$ cat config.mk
export PLATFORM = sky130hd
export DESIGN_NAME = dac_ram
export DESIGN_NICKNAME = d
export VERILOG_FILES = /design/src/design/distinct_address_counter_assert.svh /design/src/design/dac_ram.sv
export SDC_FILE = /design/constraint.sdc
export NUM_CORES = 1
export LEC_CHECK = 0
export BUFFER_PORTS_ARGS = -buffer_cell sky130_fd_sc_hd__clkbuf_2
export CORE_UTILIZATION = 60
export CTS_CLUSTER_DIAMETER = 60
export DETAILED_ROUTE_END_ITERATION = 7
export GPL_ROUTABILITY_DRIVEN = 0
export GPL_TIMING_DRIVEN = 0
export PLACE_DENSITY = 0.83
export SYNTH_ARGS = -nofsm -noshare
export SYNTH_HDL_FRONTEND = slang
export SYNTH_SLANG_ARGS = --single-unit
$ cat constraint.sdc
create_clock -name clk_i -period 2.35 [get_ports clk_i]
set_input_delay 0.47 -clock clk_i [delete_from_list [all_inputs] [get_ports clk_i]]
set_output_delay 0.47 -clock clk_i [all_outputs]
set_load 0.02 [all_outputs]
$ cat src/design/distinct_address_counter_assert.svh
// Assertion macros shared by the distinct address counter RTL.
`ifndef DISTINCT_ADDRESS_COUNTER_ASSERT_SVH
`define DISTINCT_ADDRESS_COUNTER_ASSERT_SVH

`ifndef NO_ASSERTIONS
// Check a property on every clock edge once reset is released.
`define DAC_ASSERT(label, prop, msg) \
  label: assert property (@(posedge clk_i) disable iff (!rst_ni) prop) else $error(msg);
// Check a property on every clock edge, reset included.
`define DAC_ASSERT_ALWAYS(label, prop, msg) \
  label: assert property (@(posedge clk_i) prop) else $error(msg);
`else
`define DAC_ASSERT(label, prop, msg)
`define DAC_ASSERT_ALWAYS(label, prop, msg)
`endif

`endif

$ cat src/design/dac_ram.sv
// Generic single-port-write, single-port-read RAM with registered read data.
module dac_ram #(
  parameter int unsigned Width = 8,
  parameter int unsigned Depth = 16,
  localparam int unsigned AW = (Depth > 1) ? $clog2(Depth) : 1
) (
  input  logic             clk_i,
  input  logic             we_i,
  input  logic [AW-1:0]    waddr_i,
  input  logic [Width-1:0] wdata_i,
  input  logic             re_i,
  input  logic [AW-1:0]    raddr_i,
  output logic [Width-1:0] rdata_o
);

  logic [Width-1:0] mem_q [Depth];
  logic [Width-1:0] rdata_q;

  // Write port
  always_ff @(posedge clk_i) begin
    if (we_i) begin
      mem_q[waddr_i] <= wdata_i;
    end
  end

  // Read port, old data on a same-address write
  always_ff @(posedge clk_i) begin
    if (re_i) begin
      rdata_q <= mem_q[raddr_i];
    end
  end

  assign rdata_o = rdata_q;

endmodule

==> impl_metrics.tcl, run 1 <==
set metrics [dict create \
    grt_max_degree 17 \
    rsz0062_at_grt "false" \
    crit-reg2reg-launch "mem_q[5][0]$_DFFE_PP_" \
    worstSetupPathType "primary input to register" \
    n_fill_cell 473 \
    dpl_worst_slack_ps -171.0 \
    yosysSeqAreaShare_pct 78.12 \
    h-tree-depth 4 \
    ios 27 \
    antenna_found_initial 0 \
    fin_crit_sh_pct 85.72 \
    use_met3_pct 6.699 \
    grt_pass1_wl_um 14690 \
    yosysWarnings 0 \
    drive_above_1_share_pct 27.62 \
    status "complete, no violations" \
    fin_ws_ps 335.6 \
    die_x_um 95.34 \
    syn_area_um2 5228 \
    ctsResizeCount 0 \
    p_per_area_nw_per_um2 868.5 \
    postLayoutCellArea_um2 5969 \
    yosys-top-cells-count "edfxtp_1 (136), mux4_2 (18), a22oi_1 (16)" \
    grtUsageTotal_pct 24.62 \
    use_met2_pct 35.95 \
    yosysMostFrequentCell "edfxtp_1" \
    hold_start "re_i" \
    cap_violations 0 \
    grt_overflow 0 \
    max_slew_margin_pct 11.64 \
    avgRoutedWirePerCell_um 24.99 \
    p_leak_nw 1.997 \
    synth_fp_nets 248 \
    cp-end-kind "register" \
    netlist_instances 229 \
    core_area_um2 8341 \
    synth-edff-count 136 \
    drc_errors 0 \
    clock_path_buffers 2 \
    start_util_pct 62.68 \
    cp.required_ps 2470 \
    rows 33 \
    hold_buffers 0 \
    synth_top_cell_by_area "edfxtp_1" \
    arrival_ps 2130 \
    buffer_ports.inserted 25 \
    async_flop_share_pct 0 \
    clock-skew-final_ps 7.064 \
    via_per_inst 6.535 \
    wirelength_um 9772 \
    grt_pass1_vias 2483 \
    synth_flop_cell "edfxtp_1" \
    synthToLayoutAreaGrowth_pct 14.19 \
    grt.busiest_layer "met2" \
    peakVddDrop_mv 0.5004 \
    numClockSinks 136 \
    first_iter_violations 342 \
    setup.worst_path.start_class "primary input" \
    tightest_slew_ps 1315 \
    synth_area_per_cell_um2 22.83 \
    fmax_ghz 0.4964 \
    dr.pass1.iters 5 \
    final.setup.tns_ps 0 \
    vias 2555 \
    die_y_um 95.34 \
    final_max_slew_viol_count 0 \
    synth.distinct_cells 18 \
    cts_buffers 17 \
    hold_viol_final 0 \
    grt_use_met1_pct 35.93 \
    path_clk_slew_ps 60 \
    cts_tree "built" \
    crit_start "waddr_i[2]" \
    antennaDiodeCount 0 \
    cp_max_fo 8 \
    post-cts-setup-buffers 0 \
    final_cells 391 \
    fin_crit_ps 2014 \
    netlist_top_cells_area "edfxtp_1 (78%), mux4_2 (7.8%), mux4_1 (7.0%)" \
    cts-root-buf "clkbuf_8" \
    drtAntennaViolNets 0 \
    ys_ff_latch 136 \
    fin_nets 292 \
    numPlacedInstances 359 \
    clock_latency_ps 510 \
    dpl-instance-area_um2 5484 \
    die-area_um2 9090 \
    hpwl_um 5921 \
    hold_path_class "primary input to register" \
    synth_top_cell_area_share_pct 78.12 \
    finalSetupViolations 0 \
]
## per-layer routing
layer | up-vias | share of wire (%)
li1 | 1070 | -
met4 | 0 | 1.5
met5 | - | 0
met2 | 153 | 49
met1 | 1320 | 41
met3 | 12 | 8.5
## flip-flops by register name, summed over array words and instances (netlist names)
register and cells:
mem_q 128, rdata_o 8
## area by class of cell
class | count | area, um2 | share of cell area (%)
Sequential cell | 136 | 4084 | 68.41
Multi-Input combinational cell | 83 | 1057 | 17.71
Clock buffer | 19 | 421.7 | 7.063
Tap cell | 105 | 131.4 | 2.201
Timing Repair Buffer | 25 | 125.1 | 2.096
Buffer | 10 | 86.33 | 1.446
Clock inverter | 13 | 63.81 | 1.069
## final timing paths
path	end	slack, ps	cells past startpoint
worst min register to register	rdata_o[3]$_DFFE_PP_	760	3
worst max-delay path	mem_q[0][0]$_DFFE_PP_	340	3
worst max register to register	rdata_o[0]$_DFFE_PP_	750	3
worst min-delay path	rdata_o[2]$_DFFE_PP_	310	1
## placed cells by master, fill, tap and decap left out, drive strengths merged
master and n:
nand2b 2, or3b 1, and2b 1, mux4 32, nand3 1, edfxtp 136, and2 1, clkbuf 44
nand3b 2, nor3 4, nand2 9, clkinv 11, nor2 13, nor2b 1, a22oi 16, clkdlybuf4s25 3
buf 7, clkinvlp 2
## critical path: stages
cell      delay, ps
clkbuf_2        100
or3b_2          540
nor3_1         1020
## power by group
part | internal, W | total [W] | switching, W
combinational | 0.000105 | 0.000266 | 0.000161
clock | 0.00126 | 0.00217 | 0.000910
sequential | 0.00274 | 0.00275 | 0.0000139
## cell families (layout without fill, tap and decap cells)
kind of cell           after synthesis  in the layout  synth area share [%]
muxes                               32             32                 14.79
and+or+nand+nor                     35             35                 3.136
AOI/OAI and AO/OA                   16             16                 2.298
DFF                                136            136                 78.12
buffers and inverters               10             67                 1.651
## per-stage QoR
stage,total power [W],utilization [%],hold slack (ps)
global placement,0.003047,65.75,732.3
detailed placement,0.003061,65.75,749.1
global route,0.005339,71.57,305.5
finish,0.005184,71.57,308.0
CTS,0.005202,71.57,299.3
floorplan,0.002947,-,568.9
Note: power is estimated with default switching activity, not from simulation.
==> run 2, diff against run 1 <==
--- a/config.mk
+++ b/config.mk
@@ -7,6 +7,7 @@
 export LEC_CHECK = 0
 export BUFFER_PORTS_ARGS = -buffer_cell sky130_fd_sc_hd__clkbuf_2
 export CORE_UTILIZATION = 60
+export CTS_BUF_LIST = sky130_fd_sc_hd__clkbuf_8
 export CTS_CLUSTER_DIAMETER = 60
 export DETAILED_ROUTE_END_ITERATION = 7
 export GPL_ROUTABILITY_DRIVEN = 0
==> run 2 against run 1 <==
Via count down 3.1%. Sequential power about the same. Total power down 14%. Clock-buffer cell count down 2. Final area down 3.0%. Register-to-register slack better by 20 ps. Critical path type unchanged. Die area unchanged. Sequential share of layout area up 2.1 points. Critical path depth unchanged. First-iteration DRC count down 13%.
==> impl_metrics.tcl, run 2 (synthesized netlist as in run 1, its figures left out) <==
set metrics [dict create \
    status "complete, no violations" \
    h-tree-depth 4 \
    antennaDiodeCount 0 \
    numClockSinks 136 \
    via_per_inst 6.335 \
    cp.required_ps 2380 \
    wirelength_um 9129 \
    worstSetupPathType "primary input to register" \
    largest_reg_flops 128 \
    r2r-end "rdata_o[0]$_DFFE_PP_" \
    hold_viol_final 0 \
    clock_latency_ps 420 \
    grt_pass1_wl_um 13640 \
    peakVddDrop_mv 0.4200 \
    final_max_slew_viol_count 0 \
    buffer_ports.inserted 25 \
    r2r_slack_ps 770 \
    hold_start "re_i" \
    whs_ps 399.5 \
    die_x_um 95.34 \
    grt_pass1_vias 2425 \
    tightest_slew_ps 1332 \
    drc_errors 0 \
    dr.pass1.iters 6 \
    fmax_ghz 0.4733 \
    p_per_area_nw_per_um2 774.3 \
    drive_above_1_share_pct 27.62 \
    clock_path_buffers 2 \
    clock-skew-final_ps 10.01 \
    synthToLayoutAreaGrowth_pct 10.75 \
    grtUsageTotal_pct 22.83 \
    first_iter_violations 298 \
    cp-end-kind "register" \
    final_cell_mix "edfxtp_1 (136), clkbuf_2 (25), mux4_2 (18)" \
    ios 27 \
    avgRoutedWirePerCell_um 23.35 \
    arrival_ps 2140 \
    whs_endpoint "rdata_o[1]$_DFFE_PP_" \
    cap_violations 0 \
    fin_nets 292 \
    power_w 0.004483 \
    vias 2477 \
    rows 33 \
    fin_crit_sh_pct 89.90 \
    post-cts-setup-buffers 0 \
    cts_buffers 17 \
    cts_tree "built" \
    regMostFlops "mem_q" \
    hold_path_class "primary input to register" \
    die_y_um 95.34 \
    cp_max_fo 8 \
    core_area_um2 8341 \
    path_clk_slew_ps 70 \
    grt_max_degree 17 \
    start_util_pct 62.68 \
    hold_depth 1 \
    drtAntennaViolNets 0 \
    antenna_found_initial 0 \
    crit-reg2reg-launch "mem_q[5][0]$_DFFE_PP_" \
    ctsResizeCount 0 \
    hpwl_um 5921 \
    grt_overflow 0 \
    final_common_cell "edfxtp_1" \
    fin_crit_ps 2113 \
    finalSetupViolations 0 \
    ff2ff_path_depth 3 \
    hold_buffers 0 \
    rsz0062_at_grt "false" \
    p_leak_nw 1.923 \
    setup.worst_path.start_class "primary input" \
    max_slew_margin_pct 10.53 \
    cts-root-buf "clkbuf_8" \
    die-area_um2 9090 \
]
-- run 2: changes by cell type in the layout (fill, tap and decap cells not counted), sizes merged --
cell	delta
clkbuf	-2
inv	+2
-- run 2: final cells by class --
cell class,count,area (um2)
plain buffers,10,86.33
clock buffers,17,234.0
clock inverters,15,71.32
fillers,509,2551
multi-input cells,83,1057
flip-flops and latches,136,4084
well taps,105,131.4
repair buffers,25,125.1
-- run 2: worst max path at each step --
stage | startpoint | endpoint | slack, ps
finish | waddr_i[2] | mem_q[0][0]$_DFFE_PP_ | 240
global placement | waddr_i[2] | mem_q[0][3]$_DFFE_PP_ | -120
global route | waddr_i[2] | mem_q[0][0]$_DFFE_PP_ | 190
detailed placement | waddr_i[2] | mem_q[0][4]$_DFFE_PP_ | -170
floorplan | waddr_i[2] | mem_q[0][0]$_DFFE_PP_ | 390
CTS | waddr_i[2] | mem_q[0][0]$_DFFE_PP_ | 270
-- run 2: stage by stage --
| step | setup slack (ps) | TNS, ps | util (%) | cells | instance area [um2] |
|---|---|---|---|---|---|
| after floorplan | 387.1 | 0 | - | 229 | 5228 |
| after global placement | -115.9 | -925.1 | 65.75 | 359 | 5484 |
| after detailed placement | -171.0 | -1364 | 65.75 | 359 | 5484 |
| after CTS | 274.7 | 0 | 69.41 | 391 | 5789 |
| after global routing | 189.2 | 0 | 69.41 | 391 | 5789 |
| final | 237.3 | 0 | 69.41 | 391 | 5789 |
-- run 2: critical path, stage by stage --
cell,delay (ps)
clkbuf_2,100
or3b_2,530
nor3_1,1030
-- run 2: where the power goes --
part	internal, W	leakage, nW	total (W)	switching (W)
Sequential	0.00273	1.24	0.00274	0.0000126
Clock	0.000687	0.164	0.00148	0.000788
Combinational	0.000105	0.522	0.000263	0.000158
Total	0.00352	1.92	0.00448	0.000959
-- run 2: per-layer routing --
layer	up-vias	track usage (%)	part of all wire (%)
met2	142	34.58	50
met4	0	7.576	0.89
met3	8	7.097	9.4
met1	1257	32.11	40
li1	1070	-	-
met5	-	0	0
==> run 3, diff against run 2 <==
--- a/config.mk
+++ b/config.mk
@@ -5,6 +5,7 @@
 export SDC_FILE = /design/constraint.sdc
 export NUM_CORES = 1
 export LEC_CHECK = 0
+export ABC_AREA = 1
 export BUFFER_PORTS_ARGS = -buffer_cell sky130_fd_sc_hd__clkbuf_2
 export CORE_UTILIZATION = 60
 export CTS_BUF_LIST = sky130_fd_sc_hd__clkbuf_8
==> run 3 against run 2 <==
Critical path depth unchanged. Worst hold slack got worse by 27 ps. Clock power increased by 38%. Wire length increased by 49%. Sequential share of layout area decreased by 8.1 points. Global-route usage increased by 6.7 points. Synthesized cell count increased by 140%. Sequential cell count unchanged. Sequential power about the same. Final area increased by 13%. Total power increased by 15%. Critical endpoint is now mem_q[4][1]$_DFFE_PP_. Largest power group unchanged.
==> impl_metrics.tcl, run 3 <==
set metrics [dict create \
    die_x_um 100.7 \
    synth_flop_cell "edfxtp_1" \
    cp_max_fo 8 \
    ios 27 \
    grt_pass1_vias 3992 \
    hold_depth 1 \
    setup.worst_path.start_class "primary input" \
    vias 4119 \
    grtUsageTotal_pct 29.50 \
    drtAntennaViolNets 0 \
    final_max_slew_viol_count 0 \
    synth_top_cell_by_area "edfxtp_1" \
    cts_buffers 17 \
    die_y_um 100.7 \
    die-area_um2 10140 \
    final_common_cell "nand2_1" \
    hold_start "re_i" \
    r2r-end "rdata_o[5]$_DFFE_PP_" \
    synth-edff-count 136 \
    netlist_instances 551 \
    netlist_top_cells_area "edfxtp_1 (70%), nand2_1 (11%), nand3_1 (8.3%)" \
    fin_nets 612 \
    grt_overflow 0 \
    synth_area_per_cell_um2 10.61 \
    p_sw_share_pct 22.84 \
    drive_above_1_share_pct 12.71 \
    crit-reg2reg-launch "mem_q[11][5]$_DFFE_PP_" \
    hold_path_class "primary input to register" \
    hold_buffers 0 \
    synth_top_cell_area_share_pct 69.85 \
    grt_pass1_wl_um 20850 \
    yosysMostFrequentCell "nand2_1" \
    whs_endpoint "rdata_o[1]$_DFFE_PP_" \
    cp-end-kind "register" \
    switchingPower_w 0.001175 \
    synth.distinct_cells 11 \
    antenna_found_initial 0 \
    clock_latency_ps 440 \
    cts-root-buf "clkbuf_8" \
    wirelength_um 13610 \
    antennaDiodeCount 0 \
    via_per_inst 5.604 \
    async_flop_share_pct 0 \
    largest_reg_flops 128 \
    post-cts-setup-buffers 0 \
    cts_tree "built" \
    crit_start "waddr_i[3]" \
    whs_ps 372.4 \
    h-tree-depth 4 \
    yosys-top-cells-count "nand2_1 (173), edfxtp_1 (136), inv_1 (100)" \
    numClockSinks 136 \
    synth_fp_nets 570 \
    peakVddDrop_mv 0.4745 \
    p_int_w 0.003969 \
    arrival_ps 1560 \
    grt_max_degree 17 \
    hpwl_um 8694 \
    rows 35 \
    r2r_slack_ps 1170 \
    fin_crit_sh_pct 63.49 \
    drc_errors 0 \
    fin_crit_ps 1492 \
    synthToLayoutAreaGrowth_pct 11.88 \
    ff2ff_path_depth 6 \
    status "complete, no violations" \
    avgRoutedWirePerCell_um 18.52 \
    clock-skew-final_ps 6.729 \
    n_fill_cell 645 \
    max_slew_margin_pct 38.95 \
    path_clk_slew_ps 70 \
    pwr-share-clk_pct 39.6 \
    rsz0062_at_grt "false" \
    clock_path_buffers 2 \
    p_leak_nw 2.838 \
    final.setup.tns_ps 0 \
    core_area_um2 9328 \
    cap_violations 0 \
    start_util_pct 62.68 \
    first_iter_violations 399 \
    power_frac_seq_pct 53.3 \
    ys_ff_latch 136 \
    cp.required_ps 2420 \
    p_per_area_nw_per_um2 786.5 \
    final_cell_mix "nand2_1 (173), edfxtp_1 (136), inv_1 (100)" \
    syn_area_um2 5847 \
    finalSetupViolations 0 \
    yosysWarnings 0 \
    hold_viol_final 0 \
    tightest_slew_ps 912.4 \
    p_comb_share_pct 7.1 \
    ctsResizeCount 0 \
    buffer_ports.inserted 23 \
    yosysSeqAreaShare_pct 69.85 \
    fmax_ghz 0.6703 \
    worstSetupPathType "primary input to register" \
    regMostFlops "mem_q" \
    dr.pass1.iters 5 \
]
==> run 3: cells by family after synthesis <==
| logic type | share of synthesized area (%) |
|---|---|
| buffers and inverters | 9.394 |
| DFF | 69.85 |
| and+or+nand+nor | 20.76 |
==> run 3: worst max-delay path by stage <==
stage                        endpoint  cells past startpoint
6_report        mem_q[4][1]$_DFFE_PP_                      3
5_1_grt         mem_q[4][4]$_DFFE_PP_                      3
4_1_cts         mem_q[4][7]$_DFFE_PP_                      3
3_5_place_dp    mem_q[4][0]$_DFFE_PP_                      3
3_3_place_gp    mem_q[9][7]$_DFFE_PP_                      3
2_1_floorplan  mem_q[10][0]$_DFFE_PP_                      2
==> run 3: final cells by class <==
cell class / instances / area [um2] / area share, %
Buffer: 24 / 166.4 / 2.544
Clock buffer: 17 / 234.0 / 3.577
Clock inverter: 15 / 183.9 / 2.812
Inverter: 102 / 382.9 / 5.853
Multi-Input combinational cell: 289 / 1214 / 18.55
Sequential cell: 136 / 4084 / 62.43
Tap cell: 129 / 161.4 / 2.467
Timing Repair Buffer: 23 / 115.1 / 1.760
==> run 3: power groups by stage <==
stage | clock (W) | sequential (W) | combinational, W
after floorplan | 0 | 0.00281 | 0.000192
after global placement | 0 | 0.00279 | 0.000340
after detailed placement | 0 | 0.00280 | 0.000351
after CTS | 0.00202 | 0.00274 | 0.000354
after global routing | 0.00212 | 0.00275 | 0.000394
final | 0.00204 | 0.00274 | 0.000365
==> run 3: worst max-delay path: stages <==
cell and delay [ps]:
clkbuf_2 110, nand3b_1 250, nor2_1 740
==> run 3: through the flow <==
step | cell area [um2] | util, % | total power [W] | worst slack, ps | instances
floorplan | 5847 | - | 0.003002 | 929.2 | 551
global placement | 6123 | 65.65 | 0.003135 | 462.6 | 703
detailed placement | 6123 | 65.65 | 0.003149 | 413.6 | 703
CTS | 6541 | 70.13 | 0.005122 | 890.2 | 735
global route | 6541 | 70.13 | 0.005262 | 795.3 | 735
finish | 6541 | 70.13 | 0.005145 | 858.0 | 735
==> run 3: per-layer routing <==
layer / up-vias / part of all wire [%] / GRT usage (%) / routed length (um)
met3: 52 / 11 / 8.044 / 1514
met4: 0 / 3.5 / 14.83 / 476
met5: - / 0 / 0 / 0
met1: 1891 / 39 / 39.00 / 5316
li1: 1865 / - / - / -
met2: 311 / 46 / 45.42 / 6301
